File: config.mk
export PLATFORM = sky130hd
export DESIGN_NAME = hamming_secded_codec
export DESIGN_NICKNAME = d
export VERILOG_FILES = /design/src/rtl/hsc_pkg.sv /design/src/rtl/hsc_cfg.sv /design/src/rtl/hsc_datapath.sv /design/src/rtl/hamming_secded_codec.sv
export SDC_FILE = /design/constraint.sdc
export NUM_CORES = 1
export LEC_CHECK = 0
export BUFFER_PORTS_ARGS = -buffer_cell sky130_fd_sc_hd__buf_2
export CAP_MARGIN = 20
export CORE_ASPECT_RATIO = 1.2
export CORE_MARGIN = 1.5
export CORE_UTILIZATION = 50
export DETAILED_ROUTE_END_ITERATION = 7
export GPL_ROUTABILITY_DRIVEN = 1
export PLACE_DENSITY = 0.7
export SKIP_CTS_REPAIR_TIMING = 1
export SYNTH_ARGS = -nofsm -noshare
export SYNTH_HDL_FRONTEND = slang
export SYNTH_SLANG_ARGS = --single-unit
File: constraint.sdc
create_clock -name clk_i -period 11.1 [get_ports clk_i]
set_input_delay 1.11 -clock clk_i [delete_from_list [all_inputs] [get_ports clk_i]]
set_output_delay 1.11 -clock clk_i [all_outputs]
set_load 0.02 [all_outputs]
File: src/rtl/hsc_pkg.sv
// ----------------------------------------------------------------------------
// hsc_pkg
// Types, constants and position tables for the Hamming SECDED codec.
// ----------------------------------------------------------------------------
package hsc_pkg;

  localparam int unsigned MaxDataBits = 26;
  localparam int unsigned WordWidth   = 32;
  localparam int unsigned ChkWidth    = 5;

  typedef enum logic [1:0] {
    ActEncode      = 2'd0,
    ActDecode      = 2'd1,
    ActCorrect     = 2'd2,
    ActSecdedCheck = 2'd3
  } hsc_action_e;

  typedef enum logic {
    CfgDataBits  = 1'b0,
    CfgSecdedEn  = 1'b1
  } hsc_cfg_idx_e;

  typedef struct packed {
    hsc_action_e           action;
    logic [WordWidth-1:0]  word_in;
  } hsc_in_t;

  typedef struct packed {
    logic [WordWidth-1:0] word_out;
    logic                 ok;
    logic [ChkWidth-1:0]  check_bits;
    logic [2:0]           check_count;
    logic                 overall_parity;
  } hsc_out_t;

  // Effective configuration as seen by the datapath.
  typedef struct packed {
    logic [4:0] data_width;
    logic [2:0] check_total;
    logic [4:0] code_bits;
    logic       secded_en;
  } hsc_cfg_t;

  // Bit index of each data bit inside the codeword (non power-of-two positions).
  localparam logic [4:0] DataBit [MaxDataBits] = '{
    5'd2,  5'd4,  5'd5,  5'd6,
    5'd8,  5'd9,  5'd10, 5'd11, 5'd12, 5'd13, 5'd14,
    5'd16, 5'd17, 5'd18, 5'd19, 5'd20, 5'd21, 5'd22, 5'd23,
    5'd24, 5'd25, 5'd26, 5'd27, 5'd28, 5'd29, 5'd30
  };

  // Bit index of each check bit (positions 1, 2, 4, 8, 16).
  localparam logic [4:0] ChkBit [ChkWidth] = '{5'd0, 5'd1, 5'd3, 5'd7, 5'd15};

  localparam logic [WordWidth-1:0] ChkMask = 32'h0000_808B;

  // Data positions covered by check bit k.
  function automatic logic [WordWidth-1:0] cover_mask(int unsigned k);
    logic [WordWidth-1:0] m;
    int unsigned pos;
    m = '0;
    for (pos = 1; pos < WordWidth; pos++) begin
      if (((pos >> k) & 1) != 0 && (pos & (pos - 1)) != 0) begin
        m[pos-1] = 1'b1;
      end
    end
    return m;
  endfunction

  localparam logic [WordWidth-1:0] CoverMask [ChkWidth] = '{
    cover_mask(0), cover_mask(1), cover_mask(2), cover_mask(3), cover_mask(4)
  };

endpackage

File: src/rtl/hsc_cfg.sv
// ----------------------------------------------------------------------------
// hsc_cfg
// Configuration registers and the derived code geometry.
// ----------------------------------------------------------------------------
module hsc_cfg (
  input  logic                  clk_i,
  input  logic                  rst_ni,
  input  logic                  cfg_we_i,
  input  hsc_pkg::hsc_cfg_idx_e cfg_idx_i,
  input  logic [4:0]            cfg_wdata_i,
  output hsc_pkg::hsc_cfg_t     cfg_o
);
  import hsc_pkg::*;

  logic [4:0] width_q;
  logic       secded_q;
  logic [4:0] data_eff;
  logic [2:0] chk_total;

  always_ff @(posedge clk_i or negedge rst_ni) begin
    if (!rst_ni) begin
      width_q  <= 5'd4;
      secded_q <= 1'b0;
    end else if (cfg_we_i) begin
      case (cfg_idx_i)
        CfgDataBits: width_q  <= cfg_wdata_i;
        CfgSecdedEn: secded_q <= cfg_wdata_i[0];
        default:     width_q  <= width_q;
      endcase
    end
  end

  // Out-of-range widths are clamped to the supported span.
  always_comb begin
    if (width_q == 5'd0) begin
      data_eff = 5'd1;
    end else if (width_q > 5'(MaxDataBits)) begin
      data_eff = 5'(MaxDataBits);
    end else begin
      data_eff = width_q;
    end
    if (data_eff == 5'd1) begin
      chk_total = 3'd2;
    end else if (data_eff <= 5'd4) begin
      chk_total = 3'd3;
    end else if (data_eff <= 5'd11) begin
      chk_total = 3'd4;
    end else begin
      chk_total = 3'd5;
    end
  end

  assign cfg_o.data_width  = data_eff;
  assign cfg_o.check_total = chk_total;
  assign cfg_o.code_bits   = data_eff + 5'(chk_total);
  assign cfg_o.secded_en   = secded_q;

endmodule

File: src/rtl/hsc_datapath.sv
// ----------------------------------------------------------------------------
// hsc_datapath
// Combinational encode, decode, correct and parity check for one item.
// ----------------------------------------------------------------------------
module hsc_datapath (
  input  hsc_pkg::hsc_cfg_t cfg_i,
  input  hsc_pkg::hsc_in_t  item_i,
  output hsc_pkg::hsc_out_t result_o
);
  import hsc_pkg::*;

  function automatic logic [ChkWidth-1:0] calc_checks(logic [WordWidth-1:0] wm);
    logic [ChkWidth-1:0] c;
    for (int k = 0; k < ChkWidth; k++) begin
      c[k] = ^(wm & CoverMask[k]);
    end
    return c;
  endfunction

  logic [WordWidth-1:0] word;
  logic [WordWidth-1:0] low_mask;
  logic [WordWidth-1:0] spread;
  logic [WordWidth-1:0] gathered;
  logic [WordWidth-1:0] enc_code;
  logic [ChkWidth-1:0]  enc_chk;
  logic                 enc_par;
  logic [ChkWidth-1:0]  rx_chk;
  logic [ChkWidth-1:0]  rx_recv;
  logic [ChkWidth-1:0]  syn;
  logic                 rx_par;
  logic [WordWidth-1:0] flip_mask;

  assign word     = item_i.word_in;
  assign low_mask = (32'd1 << cfg_i.code_bits) - 32'd1;

  // Data bits move between their packed order and the codeword positions.
  always_comb begin
    spread   = '0;
    gathered = '0;
    for (int j = 0; j < MaxDataBits; j++) begin
      if (5'(j) < cfg_i.data_width) begin
        spread[DataBit[j]] = word[j];
        gathered[j]        = word[DataBit[j]];
      end
    end
  end

  always_comb begin
    enc_chk  = calc_checks(spread);
    enc_code = spread;
    for (int k = 0; k < ChkWidth; k++) begin
      enc_code[ChkBit[k]] = enc_chk[k];
    end
    enc_par = ^enc_code;
    if (cfg_i.secded_en) begin
      enc_code[cfg_i.code_bits] = enc_par;
    end
  end

  always_comb begin
    rx_chk = calc_checks(word & low_mask & ~ChkMask);
    for (int k = 0; k < ChkWidth; k++) begin
      rx_recv[k] = word[ChkBit[k]] & (3'(k) < cfg_i.check_total);
    end
    syn       = rx_chk ^ rx_recv;
    rx_par    = ^(word & low_mask);
    flip_mask = 32'd1 << (syn - 5'd1);
  end

  always_comb begin
    result_o.word_out       = word;
    result_o.ok             = 1'b1;
    result_o.check_bits     = rx_chk;
    result_o.check_count    = cfg_i.check_total + 3'(cfg_i.secded_en);
    result_o.overall_parity = rx_par;
    case (item_i.action)
      ActEncode: begin
        result_o.word_out       = enc_code;
        result_o.check_bits     = enc_chk;
        result_o.overall_parity = enc_par;
      end
      ActDecode: begin
        result_o.word_out = gathered;
        result_o.ok       = (syn == '0);
      end
      ActCorrect: begin
        if (syn != '0) begin
          if (syn <= cfg_i.code_bits) begin
            result_o.word_out = word ^ flip_mask;
          end else begin
            result_o.ok = 1'b0;
          end
        end
      end
      ActSecdedCheck: begin
        result_o.ok = (rx_par == word[cfg_i.code_bits]);
      end
      default: begin
        result_o.ok = 1'b0;
      end
    endcase
  end

endmodule

File: src/rtl/hamming_secded_codec.sv
// ----------------------------------------------------------------------------
// hamming_secded_codec
// Hamming single-error-correcting codec with optional SECDED overall parity.
// ----------------------------------------------------------------------------
//
//   Channel   Signals                               Direction  Transfer when
//   -------   ------------------------------------  ---------  ----------------
//   command   start_i, item_i, busy_o               in         start_i & !busy_o
//   result    result_valid_o, result_o              out        result_valid_o
//   config    cfg_we_i, cfg_idx_i, cfg_wdata_i      in         cfg_we_i
//
// An item is first held in the input register, then the XOR trees of the
// datapath settle into the result register. A new command can be taken
// every cycle, so busy_o stays low. Each result is shown for exactly one
// cycle and the receiver cannot stall it. Reset clears the configuration
// to four data bits with SECDED off and empties both pipeline stages.
//
module hamming_secded_codec (
  input  logic                  clk_i,
  input  logic                  rst_ni,
  input  logic                  start_i,
  input  hsc_pkg::hsc_in_t      item_i,
  output logic                  busy_o,
  output logic                  result_valid_o,
  output hsc_pkg::hsc_out_t     result_o,
  input  logic                  cfg_we_i,
  input  hsc_pkg::hsc_cfg_idx_e cfg_idx_i,
  input  logic [4:0]            cfg_wdata_i
);
  import hsc_pkg::*;

  hsc_cfg_t cfg;
  hsc_in_t  item_q;
  logic     in_valid_q;
  hsc_out_t result_d;
  hsc_out_t result_q;
  logic     out_valid_q;
  logic     accept;

  // The pipeline never fills up, so a command is always welcome.
  assign busy_o = 1'b0;
  assign accept = start_i & ~busy_o;

  // Configuration registers; the datapath sees the clamped width and the
  // derived check bit count and codeword length.
  hsc_cfg u_cfg (
    .clk_i       (clk_i),
    .rst_ni      (rst_ni),
    .cfg_we_i    (cfg_we_i),
    .cfg_idx_i   (cfg_idx_i),
    .cfg_wdata_i (cfg_wdata_i),
    .cfg_o       (cfg)
  );

  // Input stage. The payload holds no reset; only the valid flag does.
  always_ff @(posedge clk_i or negedge rst_ni) begin
    if (!rst_ni) begin
      in_valid_q <= 1'b0;
    end else begin
      in_valid_q <= accept;
    end
  end

  always_ff @(posedge clk_i) begin
    if (accept) begin
      item_q <= item_i;
    end
  end

  // All the coding work happens in one pass of combinational logic.
  hsc_datapath u_datapath (
    .cfg_i    (cfg),
    .item_i   (item_q),
    .result_o (result_d)
  );

  // Result stage. Each transfer is shown for exactly one cycle.
  always_ff @(posedge clk_i or negedge rst_ni) begin
    if (!rst_ni) begin
      out_valid_q <= 1'b0;
    end else begin
      out_valid_q <= in_valid_q;
    end
  end

  always_ff @(posedge clk_i) begin
    if (in_valid_q) begin
      result_q <= result_d;
    end
  end

  assign result_valid_o = out_valid_q;
  assign result_o       = result_q;

endmodule

==> results.toml <==
[critical_path]
cp-start-kind = "flop"
setup.worst_path.class = "flop to flop"
slowest_stage = "dfrtp_1"
critical_path.reg2reg.endpoint = "result_o[32]"
crit_path_end_kind = "flop"
r2r-start = "u_cfg.width_q[1]"
worstPathRequired_ns = 11.19
critPathArrivalTime_ns = 9.61
worstSetupEndpoint = "result_o[32]"
worst_setup_path_startpoint = "u_cfg.width_q[1]"
setup.reg_to_reg.worst_slack_ns = 1.58
highest_fanout_seen_on_the_critical_path = 27
reg2regPathDepth = 31
critical_path.max_stage_delay_ns = 0.71

[clocking]
clock-root-buffer = "clkbuf_16"
worstSkewPairLatency_ns = 0.36
clk_transition_reported_paths_ns = 0.07
tritoncts.num_buffers = 9
tritoncts = "done"
cts.sink_count = 84
clock_tree.htree_level_count = 3
cts_max_path_buffers = 2

[synthesis]
netlist_top_cells_count = "a21oi_1, edfxtp_1, nand2_1, o21ai_0, xnor2_1"
avgSynthCellArea_um2 = 9.04
post-synth-top-area-cell = "edfxtp_1"
syn_area_mm2 = 0.00829
postSynthCellCount = 917
postSynth.asyncResetShare_pct = 9.52
synth_flop_cell = "edfxtp_1"
synth_sequential_area_ratio_pct = 30.0
synthDominantCellAreaShare_pct = 27.5
synthesized_flop_and_latch_total = 84
yosys.cell_count.top_type = "a21oi_1"
syn-num-nets = 972
number_of_enable_type_register_cells_in_the_synthesized_netlist = 76
synth-warning-count = 0
netlist-cell-type-count = 97
ys_top_cells_by_area = "edfxtp_1, xnor2_1, a21oi_1, xnor3_1, o21ai_0"

[finish]
drive_above_1_share_pct = 18.4
num_antenna_cells = 0
area_growth_syn_to_layout_pct = 8.55
ff_latch_area_mm2 = 0.00248
num-fill-cells = 1550
nets = 1001
multi_input_area_mm2 = 0.00529

[timing]
setup_tns_ns = 0
finalClockSkew_ns = 0.0127
max-slew-margin-rel_pct = 33.5
final-max-slew-violation-count = 0
worst_pin_slew_ns = 0.997
rsz_0062_raised_after_global_routing = "no"
min_period_over_period_pct = 85.8
period_minus_slack_ns = 9.52
fmaxAchievable_mhz = 105
setup_violations = 0
timing.final.hold_violations = 0

[global_route]
groute.layer.met2.usage_pct = 54.8
grt_antenna_before_repair = 1
met3_usage_pct = 8.75
grt-busiest-layer = "met2"
gr-usage-met1_pct = 45.7
first_global_vias = 7422
grt_pass1_wl_um = 45500
total_global_routing_track_utilization_pct = 35.8
overflow = 0
grt_start_max_net_pins = 61

[route]
dr.pass1.iters = 8
vias = 8012
antenna_violating_nets_left = 0
wl_per_cell_um = 26.6
postRouteWirelength_um = 30900
route.detailed.drc = 0
viasPerCell = 6.89
initialDrtViolationCount = 1134

[floorplanning]
die_height_um = 144
ioPinCount = 88
rows = 51
die-width_um = 121
initial_utilization_pct = 51.1
floorplan.die_area_mm2 = 0.0174
core_area_mm2 = 0.0162

[place]
hpwl_um = 22600
portBuffers = 86
place_congestion = 1.07

[worst_hold_path]
min_path_type = "primary input to asynchronous set/reset pin"

[run_status]
run_status = "finished, final reports clean"

[flow_run]
cap_viol_max_count = 0
==> area by class of cell <==
class / count / share of cell area [%]
repair buffers: 97 / 5.70
flip-flops and latches: 84 / 27.6
clock inverters: 7 / 0.821
well taps: 212 / 2.95
inverters: 36 / 1.56
clock buffers: 9 / 2.50
multi-input cells: 718 / 58.8
==> cell usage in the layout, fill, tap and decap left out, types with 24 or more instances in the layout <==
master / count
nand3_1: 24
buf_2: 86
o21ai_0: 64
inv_1: 30
a21oi_1: 87
nand2_1: 68
nor2_1: 53
xnor2_1: 58
edfxtp_1: 76
==> routing by layer <==
metal | part of all wire, % | up-vias
met5 | 0.036 | -
met4 | 6.5 | 2
met2 | 44 | 546
met1 | 38 | 3812
li1 | - | 3528
met3 | 11 | 124
==> how the worst min path moves through the flow <==
stage / endpoint / slack [ns] / start
3_3_place_gp: result_o[41] / 0.62 / item_q[31]
6_report: u_cfg.width_q[1] / 0.57 / rst_ni
3_5_place_dp: result_o[41] / 0.63 / item_q[31]
5_1_grt: u_cfg.width_q[1] / 0.58 / rst_ni
2_1_floorplan: result_o[41] / 0.52 / item_q[31]
4_1_cts: u_cfg.width_q[1] / 0.58 / rst_ni
==> state kept, by name, summed over array words and instances, names as in the netlist <==
register	flops
u_cfg.secded_q	1
item_q	34
u_cfg.width_q	5
in_valid_q	1
result_valid_o	1
result_o	42
==> through the flow <==
stage	utilization [%]	hold WS [ns]	worst slack, ns	area (um^2)	cells
floorplan	-	0.518	3.33	8290	917
global placement	53.6	0.621	2.02	8690	1147
detailed placement	53.6	0.627	1.90	8690	1147
CTS	55.5	0.577	1.80	8990	1163
global route	55.5	0.581	1.01	8990	1163
finish	55.5	0.574	1.58	8990	1163
==> worst max-delay path, delay by kind of cell, from the launching register on <==
| kind | cells | cell delay (ns) |
|---|---|---|
| DFF | 1 | 0.71 |
| buffers and inverters | 2 | 0.31 |
| adders and majority gates | 4 | 1.72 |
| xor gates and xnor gates | 4 | 1.30 |
| AOI/OAI and AO/OA | 10 | 1.98 |
| and+or+nand+nor | 11 | 3.20 |
==> cells by family (layout without fill, tap and decap cells) <==
family          count (synthesis)  count (layout)  synth area share (%)
mux                            35              35                  5.86
flops                          84              84                  30.0
fa+ha+maj                      11              11                  1.75
other cells                     1               1                0.0453
simple gates                  256             256                  15.9
xor+xnor                       99              99                  13.8
buf+inv                       115             149                  6.19
compound gates                316             316                  26.5
Power is left out: the tool's default activity adds up to more than one toggle a clock period on the data nets, which glitch-free logic cannot reach.
